## src/rtl/bmiws_pkg.sv

```systemverilog
package bmiws_pkg;

  localparam int MOD_BITS_DEF = 31;
  localparam int VAL_W        = 32;
  localparam int CFG_W        = 31;
  localparam int OUT_W        = 31;
  localparam int CFG_IDX_W    = 1;

  localparam logic [CFG_W-1:0] MODULUS_RESET = 31'd998244353;
  localparam logic [CFG_W-1:0] WEIGHT_RESET  = 31'd1;

  localparam logic [CFG_IDX_W-1:0] CFG_MODULUS = 1'b0;
  localparam logic [CFG_IDX_W-1:0] CFG_WEIGHT  = 1'b1;

  typedef enum logic [2:0] {
    ST_IDLE,
    ST_RED,
    ST_MUL1,
    ST_MUL2,
    ST_ADD,
    ST_EXP,
    ST_FIN,
    ST_OUT
  } state_t;

endpackage

```

## src/rtl/bmiws_modmul.sv

```systemverilog
module bmiws_modmul #(
  parameter int W  = bmiws_pkg::MOD_BITS_DEF,
  parameter int AW = bmiws_pkg::VAL_W
) (
  input  logic          clk,
  input  logic          rst_n,
  input  logic          start,
  input  logic [AW-1:0] op_a,
  input  logic [W-1:0]  op_b,
  input  logic [W-1:0]  modulus,
  output logic          done,
  output logic [W-1:0]  product
);

  localparam int CNT_W = (AW > 1) ? $clog2(AW) : 1;

  logic [AW-1:0]    a_sh_r;
  logic [W-1:0]     b_r;
  logic [W-1:0]     acc_r;
  logic [W-1:0]     acc_nxt;
  logic [CNT_W-1:0] cnt_r;
  logic             busy_r;
  logic             done_r;
  logic [W+1:0]     sum_w;
  logic [W+1:0]     m1_w;
  logic [W+1:0]     m2_w;

  assign m1_w = (W+2)'(modulus);
  assign m2_w = {1'b0, modulus, 1'b0};

  always_comb begin
    sum_w = {1'b0, acc_r, 1'b0} + (a_sh_r[AW-1] ? (W+2)'(b_r) : '0);
    if (sum_w >= m2_w) begin
      acc_nxt = W'(sum_w - m2_w);
    end else if (sum_w >= m1_w) begin
      acc_nxt = W'(sum_w - m1_w);
    end else begin
      acc_nxt = W'(sum_w);
    end
  end

  always_ff @(posedge clk) begin
    if (!rst_n) begin
      busy_r <= 1'b0;
      done_r <= 1'b0;
      cnt_r  <= '0;
    end else if (start) begin
      busy_r <= 1'b1;
      done_r <= 1'b0;
      cnt_r  <= '0;
    end else if (busy_r) begin
      cnt_r <= cnt_r + CNT_W'(1);
      if (cnt_r == CNT_W'(AW - 1)) begin
        busy_r <= 1'b0;
        done_r <= 1'b1;
      end
    end else begin
      done_r <= 1'b0;
    end
  end

  always_ff @(posedge clk) begin
    if (start) begin
      a_sh_r <= op_a;
      b_r    <= op_b;
      acc_r  <= '0;
    end else if (busy_r) begin
      a_sh_r <= {a_sh_r[AW-2:0], 1'b0};
      acc_r  <= acc_nxt;
    end
  end

  assign done    = done_r;
  assign product = acc_r;

endmodule

```

## src/rtl/batch_modular_inverse_weighted_sum.sv

```systemverilog
// Each item passes through three bit-serial modular multiply rounds over its
// 32 input bits, then an add state and the idle state before the next accept.
// An item marked last goes on to raise out_valid after MOD_BITS Fermat power rounds
// plus the final multiply; one item is in work at a time.
// Synchronous active-low reset restores modulus 998244353, weight base 1 and an empty run.
module batch_modular_inverse_weighted_sum #(
  parameter int MOD_BITS = bmiws_pkg::MOD_BITS_DEF
) (
  input  logic                             clk,
  input  logic                             rst_n,
  input  logic                             in_valid,
  output logic                             in_ready,
  input  logic [bmiws_pkg::VAL_W-1:0]      in_value,
  input  logic                             in_is_last,
  output logic                             out_valid,
  input  logic                             out_ready,
  output logic [bmiws_pkg::OUT_W-1:0]      out_weighted_sum,
  input  logic                             cfg_valid,
  output logic                             cfg_ready,
  input  logic [bmiws_pkg::CFG_IDX_W-1:0]  cfg_index,
  input  logic [bmiws_pkg::CFG_W-1:0]      cfg_data
);

  localparam int VW     = bmiws_pkg::VAL_W;
  localparam int ECNT_W = (MOD_BITS > 1) ? $clog2(MOD_BITS) : 1;

  bmiws_pkg::state_t state_r, state_nxt;

  logic [MOD_BITS-1:0]        mod_r;
  logic [bmiws_pkg::CFG_W-1:0] k_r;
  logic [VW-1:0]              value_r;
  logic                       last_r;
  logic [MOD_BITS-1:0]        num_r, prod_r, pow_r, ared_r, kred_r, t2_r, er_r, ex_r;
  logic [MOD_BITS-1:0]        exp_r;
  logic [ECNT_W-1:0]          ecnt_r;
  logic                       go_r, go_nxt;
  logic                       out_valid_r;
  logic [bmiws_pkg::OUT_W-1:0] out_data_r;

  logic [MOD_BITS-1:0] m_eff, one_w, e_w, u0_p, u1_p, u0_b, u1_b, num_sum;
  logic [VW-1:0]       u0_a, u1_a;
  logic [MOD_BITS:0]   add_w;
  logic                u0_done, u1_done, u_done, out_free, exp_end;

  assign m_eff    = (mod_r < MOD_BITS'(2)) ? MOD_BITS'(1) : mod_r;
  assign one_w    = (m_eff > MOD_BITS'(1)) ? MOD_BITS'(1) : '0;
  assign e_w      = (m_eff >= MOD_BITS'(2)) ? (m_eff - MOD_BITS'(2)) : '0;
  assign u_done   = u0_done & u1_done;
  assign out_free = !out_valid_r || out_ready;
  assign exp_end  = (ecnt_r == ECNT_W'(MOD_BITS - 1));
  assign add_w    = {1'b0, num_r} + {1'b0, t2_r};
  assign num_sum  = (add_w >= {1'b0, m_eff}) ? MOD_BITS'(add_w - {1'b0, m_eff})
                                             : MOD_BITS'(add_w);

  bmiws_modmul #(.W(MOD_BITS), .AW(VW)) u_mul0 (
    .clk     (clk),
    .rst_n   (rst_n),
    .start   (go_r),
    .op_a    (u0_a),
    .op_b    (u0_b),
    .modulus (m_eff),
    .done    (u0_done),
    .product (u0_p)
  );

  bmiws_modmul #(.W(MOD_BITS), .AW(VW)) u_mul1 (
    .clk     (clk),
    .rst_n   (rst_n),
    .start   (go_r),
    .op_a    (u1_a),
    .op_b    (u1_b),
    .modulus (m_eff),
    .done    (u1_done),
    .product (u1_p)
  );

  always_comb begin
    state_nxt = state_r;
    unique case (state_r)
      bmiws_pkg::ST_IDLE: if (in_valid) state_nxt = bmiws_pkg::ST_RED;
      bmiws_pkg::ST_RED:  if (u_done) state_nxt = bmiws_pkg::ST_MUL1;
      bmiws_pkg::ST_MUL1: if (u_done) state_nxt = bmiws_pkg::ST_MUL2;
      bmiws_pkg::ST_MUL2: if (u_done) state_nxt = bmiws_pkg::ST_ADD;
      bmiws_pkg::ST_ADD:  state_nxt = last_r ? bmiws_pkg::ST_EXP : bmiws_pkg::ST_IDLE;
      bmiws_pkg::ST_EXP:  if (u_done && exp_end) state_nxt = bmiws_pkg::ST_FIN;
      bmiws_pkg::ST_FIN:  if (u_done) state_nxt = bmiws_pkg::ST_OUT;
      bmiws_pkg::ST_OUT:  if (out_free) state_nxt = bmiws_pkg::ST_IDLE;
      default:            state_nxt = bmiws_pkg::ST_IDLE;
    endcase
  end

  always_comb begin
    in_ready = 1'b0;
    u0_a     = VW'(er_r);
    u0_b     = ex_r;
    u1_a     = VW'(ex_r);
    u1_b     = ex_r;
    go_nxt   = 1'b0;
    unique case (state_r)
      bmiws_pkg::ST_IDLE: begin
        in_ready = 1'b1;
        go_nxt   = in_valid;
      end
      bmiws_pkg::ST_RED: begin
        u0_a   = value_r;
        u0_b   = one_w;
        u1_a   = VW'(k_r);
        u1_b   = one_w;
        go_nxt = u_done;
      end
      bmiws_pkg::ST_MUL1: begin
        u0_a   = VW'(pow_r);
        u0_b   = kred_r;
        u1_a   = VW'(num_r);
        u1_b   = ared_r;
        go_nxt = u_done;
      end
      bmiws_pkg::ST_MUL2: begin
        u0_a = VW'(prod_r);
        u0_b = pow_r;
        u1_a = VW'(prod_r);
        u1_b = ared_r;
      end
      bmiws_pkg::ST_ADD: begin
        go_nxt = last_r;
      end
      bmiws_pkg::ST_EXP: begin
        go_nxt = u_done;
      end
      bmiws_pkg::ST_FIN: begin
        u0_a = VW'(num_r);
        u0_b = er_r;
      end
      bmiws_pkg::ST_OUT: begin
        go_nxt = 1'b0;
      end
      default: begin
        go_nxt = 1'b0;
      end
    endcase
  end

  always_ff @(posedge clk) begin
    if (!rst_n) begin
      state_r     <= bmiws_pkg::ST_IDLE;
      go_r        <= 1'b0;
      out_valid_r <= 1'b0;
      mod_r       <= MOD_BITS'(bmiws_pkg::MODULUS_RESET);
      k_r         <= bmiws_pkg::WEIGHT_RESET;
      num_r       <= '0;
      prod_r      <= MOD_BITS'(1);
      pow_r       <= MOD_BITS'(1);
    end else begin
      state_r <= state_nxt;
      go_r    <= go_nxt;
      if (cfg_valid) begin
        unique case (cfg_index)
          bmiws_pkg::CFG_MODULUS: mod_r <= cfg_data[MOD_BITS-1:0];
          bmiws_pkg::CFG_WEIGHT:  k_r   <= cfg_data;
          default:                k_r   <= k_r;
        endcase
      end
      if (state_r == bmiws_pkg::ST_OUT && out_free) begin
        out_valid_r <= 1'b1;
      end else if (out_ready) begin
        out_valid_r <= 1'b0;
      end
      if (u_done) begin
        case (state_r)
          bmiws_pkg::ST_MUL1: begin
            pow_r <= u0_p;
            num_r <= u1_p;
          end
          bmiws_pkg::ST_MUL2: prod_r <= u1_p;
          bmiws_pkg::ST_FIN: begin
            num_r  <= '0;
            prod_r <= MOD_BITS'(1);
            pow_r  <= MOD_BITS'(1);
          end
          default: num_r <= num_r;
        endcase
      end
      if (state_r == bmiws_pkg::ST_ADD) begin
        num_r <= num_sum;
      end
    end
  end

  always_ff @(posedge clk) begin
    if (in_valid && in_ready) begin
      value_r <= in_value;
      last_r  <= in_is_last;
    end
    if (state_r == bmiws_pkg::ST_ADD) begin
      er_r   <= one_w;
      ex_r   <= prod_r;
      exp_r  <= e_w;
      ecnt_r <= '0;
    end
    if (u_done) begin
      case (state_r)
        bmiws_pkg::ST_RED: begin
          ared_r <= u0_p;
          kred_r <= u1_p;
        end
        bmiws_pkg::ST_MUL2: t2_r <= u0_p;
        bmiws_pkg::ST_EXP: begin
          if (exp_r[0]) begin
            er_r <= u0_p;
          end
          ex_r   <= u1_p;
          exp_r  <= exp_r >> 1;
          ecnt_r <= ecnt_r + ECNT_W'(1);
        end
        bmiws_pkg::ST_FIN: er_r <= u0_p;
        default: t2_r <= t2_r;
      endcase
    end
    if (state_r == bmiws_pkg::ST_OUT && out_free) begin
      out_data_r <= bmiws_pkg::OUT_W'(er_r);
    end
  end

  assign cfg_ready        = 1'b1;
  assign out_valid        = out_valid_r;
  assign out_weighted_sum = out_data_r;

  a_lockstep: assert property (@(posedge clk) disable iff (!rst_n)
    u0_done == u1_done)
    else $error("multiply units out of step");

  a_done_state: assert property (@(posedge clk) disable iff (!rst_n)
    u_done |-> (state_r == bmiws_pkg::ST_RED || state_r == bmiws_pkg::ST_MUL1 ||
                state_r == bmiws_pkg::ST_MUL2 || state_r == bmiws_pkg::ST_EXP ||
                state_r == bmiws_pkg::ST_FIN))
    else $error("multiply finished outside a multiply phase");

  a_out_src: assert property (@(posedge clk) disable iff (!rst_n)
    $rose(out_valid_r) |-> $past(state_r == bmiws_pkg::ST_OUT))
    else $error("result raised without final phase");

  a_go_idle: assert property (@(posedge clk) disable iff (!rst_n)
    (state_r == bmiws_pkg::ST_IDLE) |-> !go_r || $past(state_r == bmiws_pkg::ST_ADD))
    else $error("multiply launched while idle");

endmodule
```

## config.mk

```make
export PLATFORM = sky130hd
export DESIGN_NAME = batch_modular_inverse_weighted_sum
export DESIGN_NICKNAME = d
export VERILOG_FILES = /design/src/rtl/bmiws_pkg.sv /design/src/rtl/bmiws_modmul.sv /design/src/rtl/batch_modular_inverse_weighted_sum.sv
export SDC_FILE = /design/constraint.sdc
export NUM_CORES = 2
export LEC_CHECK = 0
export BUFFER_PORTS_ARGS = -buffer_cell sky130_fd_sc_hd__buf_2
export CAP_MARGIN = 30
export CORE_UTILIZATION = 40
export DETAILED_ROUTE_END_ITERATION = 16
export PLACE_DENSITY_LB_ADDON = 0.08
export SETUP_SLACK_MARGIN = 0.02
export SYNTH_ARGS = -nofsm -noshare
export SYNTH_HDL_FRONTEND = slang
export SYNTH_HIERARCHICAL = 1
export SYNTH_SLANG_ARGS = --single-unit
```

## constraint.sdc

```tcl
create_clock -name clk -period 18.1 [get_ports clk]
set_input_delay 0.905 -clock clk [delete_from_list [all_inputs] [get_ports clk]]
set_output_delay 0.905 -clock clk [all_outputs]
set_load 0.05 [all_outputs]
```

# Word-level counts from Yosys, hierarchy flattened
# Cells that the tools add are included.
# word_totals
elab_cells	153
rom_bits	0
ramBits	0
regBits	617
n_memories	0
latch_bits	0
# classes
n_mul	0
order_cmp	8
n_shift	0
div_mod_pow	0
eq_ne	17
mux	55
bitwise_logic	5
n_reduce_logical	26
add_sub_neg	12
# op_table
operator	n
two-way mux 31 bit	20
case mux 31 bit (2 select lines)	5
subtractor 31 bit	5
two-way mux 32 bit	4
case mux 32 bit (4 select lines)	1
case mux 31 bit (4 select lines)	1
case mux 31 bit (3 select lines)	1
adder 32 x 31 -> 33 bit	2
greater-or-equal comparator 33 x 31 -> 1 bit	2
greater-or-equal comparator 33 x 32 -> 1 bit	2
adder 31 x 31 -> 32 bit	1
greater-or-equal comparator 32 x 31 -> 1 bit	1
greater-or-equal comparator 31 x 2 -> 1 bit, second input constant	1
greater-than comparator 31 x 1 -> 1 bit, second input constant	1
< comparator 31 x 2 -> 1 bit, second input constant	1
subtractor 31 x 2 -> 31 bit, second input constant	1
two-way mux 3 bit	8
case mux 3 bit (8 select lines)	1
adder 5 x 1 -> 5 bit, second input constant	3
equality test 5 bit, second input constant	3
two-way mux 5 bit	3
!= test 2 bit, second input constant	7
AND reduction 2 bit	7
equality test 3 bit, second input constant	4
other kinds (15)	38

# Longest topological paths before layout
# logic_depth
word_depth	8
depth_mapped	25
mapped_depth_nobuf	22

# Hierarchy
# The synthesis kept the hierarchy.
# modules_own_cells
mod	seq_area_each_um2	cells_each	n_inst	area_per_inst_um2
batch_modular_inverse_weighted_sum	9879.5	2514	1	22024.9
bmiws_modmul (u_mul0)	2652.5	1042	1	9191.3
bmiws_modmul (u_mul1)	2652.5	1056	1	9191.3

# Worst setup path before layout
# No wires, ideal clock.
# synth_path
path_type	register -> register
start	reg state_r[2]
end	reg ared_r[0], enable pin
setup_slack_ns	12.346
required_time_ns	17.542
stages_incl_launch_ff	5
t_arrival_ns	5.196
path_cell_list	dfxtp_1 clkbuf_1 buf_1 clkbuf_1 nor3_1
# synth_via
elab_chain_cells	2
# synth_rtl
element	line_no	text
start: declaration	batch_modular_inverse_weighted_sum.sv:27	bmiws_pkg::state_t state_r, state_nxt;
start signal: assignment	batch_modular_inverse_weighted_sum.sv:145	state_r <= bmiws_pkg::ST_IDLE;
start signal: assignment	batch_modular_inverse_weighted_sum.sv:154	state_r <= state_nxt;
equality test 3 x 1 -> 1 bit	batch_modular_inverse_weighted_sum.sv:201	case (state_r)
AND reduction 2 bit (no source line)	-	
end signal: assignment	batch_modular_inverse_weighted_sum.sv:203	ared_r <= u0_p;
end: declaration	batch_modular_inverse_weighted_sum.sv:33	logic [MOD_BITS-1:0] num_r, prod_r, pow_r, ared_r, kred_r, t2_r, er_r, ex_r;
# No other way between the ends.
# A chain may end at the register's enable or synchronous reset.

# Worst setup path in the final report
# layout_path
start	reg mod_r[3]
end	reg u_mul1.acc_r[10] (netlist: u_mul1/product[10])
# layout_via
elab_chain_cells	5
# layout_rtl
element	line_no	text
start: declaration	batch_modular_inverse_weighted_sum.sv:29	logic [MOD_BITS-1:0] mod_r;
start signal: assignment	batch_modular_inverse_weighted_sum.sv:148	mod_r <= MOD_BITS'(bmiws_pkg::MODULUS_RESET);
start signal: assignment	batch_modular_inverse_weighted_sum.sv:158	bmiws_pkg::CFG_MODULUS: mod_r <= cfg_data[MOD_BITS-1:0];
< comparator 31 x 2 -> 1 bit *	batch_modular_inverse_weighted_sum.sv:45	assign m_eff = (mod_r < MOD_BITS'(2)) ? MOD_BITS'(1) : mod_r;
two-way mux 31 bit *	batch_modular_inverse_weighted_sum.sv:45	
via m_eff[0]	batch_modular_inverse_weighted_sum.sv:40	logic [MOD_BITS-1:0] m_eff, one_w, e_w, u0_p, u1_p, u0_b, u1_b, num_sum;
subtractor 31 bit or greater-or-equal comparator 33 x 31 -> 1 bit (tied branches)	bmiws_modmul.sv:36, bmiws_modmul.sv:35	
two-way mux 31 bit	bmiws_modmul.sv:35	end else if (sum_w >= m1_w) begin
two-way mux 31 bit *	bmiws_modmul.sv:33	if (sum_w >= m2_w) begin
end signal: assignment	bmiws_modmul.sv:69	acc_r <= acc_nxt;
end: declaration	bmiws_modmul.sv:19	logic [W-1:0] acc_r;
# The timed path passes the listed nets; every way through them passes the cells marked *.

==> metrics.csv <==
metric;value;unit
outcome;complete, no violations;
WP data required;18.57;ns
Routed Antenna Nets;0;
Post-Synthesis Net Count;4944;
# hold bufs at CTS;0;
initial antenna violation count;12;
Initial Util;40.3;%
async set or reset register ratio after synthesis;0;%
RR Startpoint;mod_r[3];
Via Count;36400;
site row count;116;
Root Buffer;clkbuf_16;
Main synth FF type;dfxtp_1;
yosys warns;6;
drt total wl;165000;um
clk_lat worst skew;0.65;ns
Worst Hold Depth;1;
Worst Skew;0.0367;ns
R2R Setup Slk;10.81;ns
H-tree Lvls;3;
Horiz. Die Dim;320;um
wire per inst;27.9;um
Worst Setup SP;mod_r[3];
total number of clock tree sinks;617;
hold crit path type;input pin to flip-flop;
max cap viols;0;
Final Hold Viols;0;
Resized cells post-CTS;0;
Inserted Clock Buffers;73;
Worst setup SP type;flip-flop;
Avg Synthesized Cell Area;8.76;um2
Largest regs;u_mul0/a_sh_r: 32 flops, u_mul1/a_sh_r: 32 flops, value_r: 32 flops;
total grt overflow;0;
Setup-failing EPs final;0;
Fin Setup TNS;0;ns
DRT iter0 DRCs;3662;
number of global-route vias before repair;33700;
# Post-CTS Setup Buffers;0;
worst slew pin tran;1.05;ns
Yosys cell types;113;
Slew HR;29.6;%
Clock Path Buffers;3;
fin nets;4897;
Worst VDD drop;0.158;mV
Crit Path Class;flip-flop to flip-flop;
number of synthesized flops with an enable pin;283;
drt drc;0;
largest net degree at the start of global routing;79;
global-route wire length before repair;237000;um
io pins;104;
clock transition at the registers of the reported paths;0.06;ns
Post-Syn Instances;4612;
DP HPWL;125000;um
DP Cell Count;5785;
leak pwr;17.0;nW
die area;102000;um2
sequential-to-total area share from yosys stat;37.6;%
f_max;137;MHz
synthesized area;40400;um2
RSZ-0062 raised after global routing;no;
non-filler cells, final;5926;
worst hold start;in_value[15];
Worst R2R End;u_mul1/product[10];
CP Max Fanout;22;
CTS tree;done;
Tot GR Track Use;31.6;%
CP arrival;7.76;ns
Finished Core Util;44.5;%
Tmin final;7.29;ns
Reg2Reg Depth;21;
Tcrit/Tclk final;40.3;%
Die Span Y;320;um
area grow syn2layout;10.2;%
share of cells above drive strength 1;9.92;%
PwrDens;222;nW/um2
CORE AREA;100000;um2
PortBufs;102;
DR vias/cell;6.15;
number of synthesized register bits;617;
CP Capture Type;flip-flop;
Tot Pwr;9.87;mW
Worst Hold Endpoint;value_r[15];
Pre-Repair DR Iteration Count;6;
Final Max Slew Viols;0;
Final GP Congestion;0.930;
==> power by group <==
group	total, mW	switching (mW)	internal, mW
Combinational	5.99	3.74	2.25
Clock	1.56	0.644	0.917
Sequential	2.32	0.508	1.81
==> metal layers <==
metal	up-vias	wire length, um	track usage, %
li1	16900	-	-
met1	17800	71100	42.3
met2	1480	74000	49.7
met3	278	12500	5.66
met4	2	7780	13.7
met5	-	9	0
==> synth_stat cells, types with 37 or more instances <==
| cell | n | share of area, % |
|---|---|---|
| nor2b_1 | 86 | 1.3 |
| nand2_1 | 540 | 5.0 |
| xnor2_1 | 167 | 3.6 |
| nor2_1 | 307 | 2.9 |
| nand2b_1 | 44 | 0.68 |
| mux2_2 | 100 | 2.8 |
| a21o_1 | 88 | 1.6 |
| o21bai_1 | 37 | 0.69 |
| a21oi_1 | 377 | 4.7 |
| nand3_1 | 67 | 0.83 |
| and2_1 | 82 | 1.3 |
| a31oi_1 | 62 | 0.96 |
| a21boi_0 | 58 | 1.1 |
| dfxtp_1 | 334 | 17 |
| nor3_1 | 69 | 0.85 |
| inv_1 | 153 | 1.4 |
| clkbuf_1 | 227 | 2.1 |
| o21a_1 | 68 | 1.3 |
| a211oi_1 | 64 | 1.2 |
| o21ai_0 | 274 | 3.4 |
| a22oi_1 | 131 | 2.4 |
| o22ai_1 | 109 | 1.7 |
| edfxtp_1 | 283 | 21 |
| o211ai_1 | 51 | 0.95 |
| ha_1 | 254 | 7.9 |
| xor2_1 | 67 | 1.5 |
==> cells in the final DEF, fill, tap and decap left out, types with 82 or more instances in the layout <==
cell type    n
nand2_1    534
a21oi_1    377
dfxtp_1    329
nor2_1     299
edfxtp_1   283
o21ai_0    274
ha_1       254
xnor2_1    167
inv_1      153
a22oi_1    131
o22ai_1    109
buf_2      101
mux2_2     100
a21o_1      88
nor2b_1     84
and2_1      82
==> through the flow <==
stage	worst slack (ns)	instance area, um2	hold WS (ns)
final	10.81	44500	0.434
after floorplan	12.35	40400	0.435
after CTS	10.99	44500	0.402
after detailed placement	11.02	42000	0.450
after global placement	11.16	41900	0.448
after global routing	10.28	44500	0.414
==> cell type report <==
type                    instances  area, um2
diodes                          2       5.00
clock buffers                  89       1990
clock inverters                47        510
fillers                      9973      55600
inverters                     156        586
multi-input cells            3556      23600
flip-flops and latches        617      15200
well taps                    1298       1620
repair buffers                161       1030
==> kinds of logic (layout without fill, tap and decap cells) <==
kind of cell	count (synthesis)	after routing	synth area share, %
buffers and inverters	439	453	4.32
DFF	617	617	37.6
other	2	4	0.0186
muxes	149	149	4.04
and+or+nand+nor	1347	1347	15.5
adders and majority gates	262	262	8.26
xor gates and xnor gates	234	234	5.07
AOI/OAI and AO/OA	1562	1562	25.2
==> worst max-delay path by stage <==
stage	end	slack (ns)	depth (start not counted)
after floorplan	ared_r[0]	12.35	4
after global placement	u_mul1/product[6]	11.16	21
after detailed placement	u_mul1/product[6]	11.02	21
after CTS	u_mul1/product[6]	10.99	21
after global routing	u_mul1/product[6]	10.28	21
final	u_mul1/product[10]	10.81	21
==> worst max-delay path: stages, from the launching register on <==
cell,delay [ns]
dfxtp_1,0.37
or3_4,0.43
or4_4,0.48
nor2b_4,0.19
nand3_2,0.14
or4_4,0.51
nor3_2,0.26
nor2_1,0.11
inv_1,0.37
ha_1,0.26
inv_1,0.06
fa_1,0.44
a211oi_1,0.30
o311a_1,0.28
o221ai_1,0.28
a211oi_1,0.70
a211oi_1,0.15
nor3_1,0.24
nand2_1,0.57
nor2_1,0.49
buf_4,0.33
a2111oi_0,0.14
No activity file was read; power rests on OpenSTA's default activity.
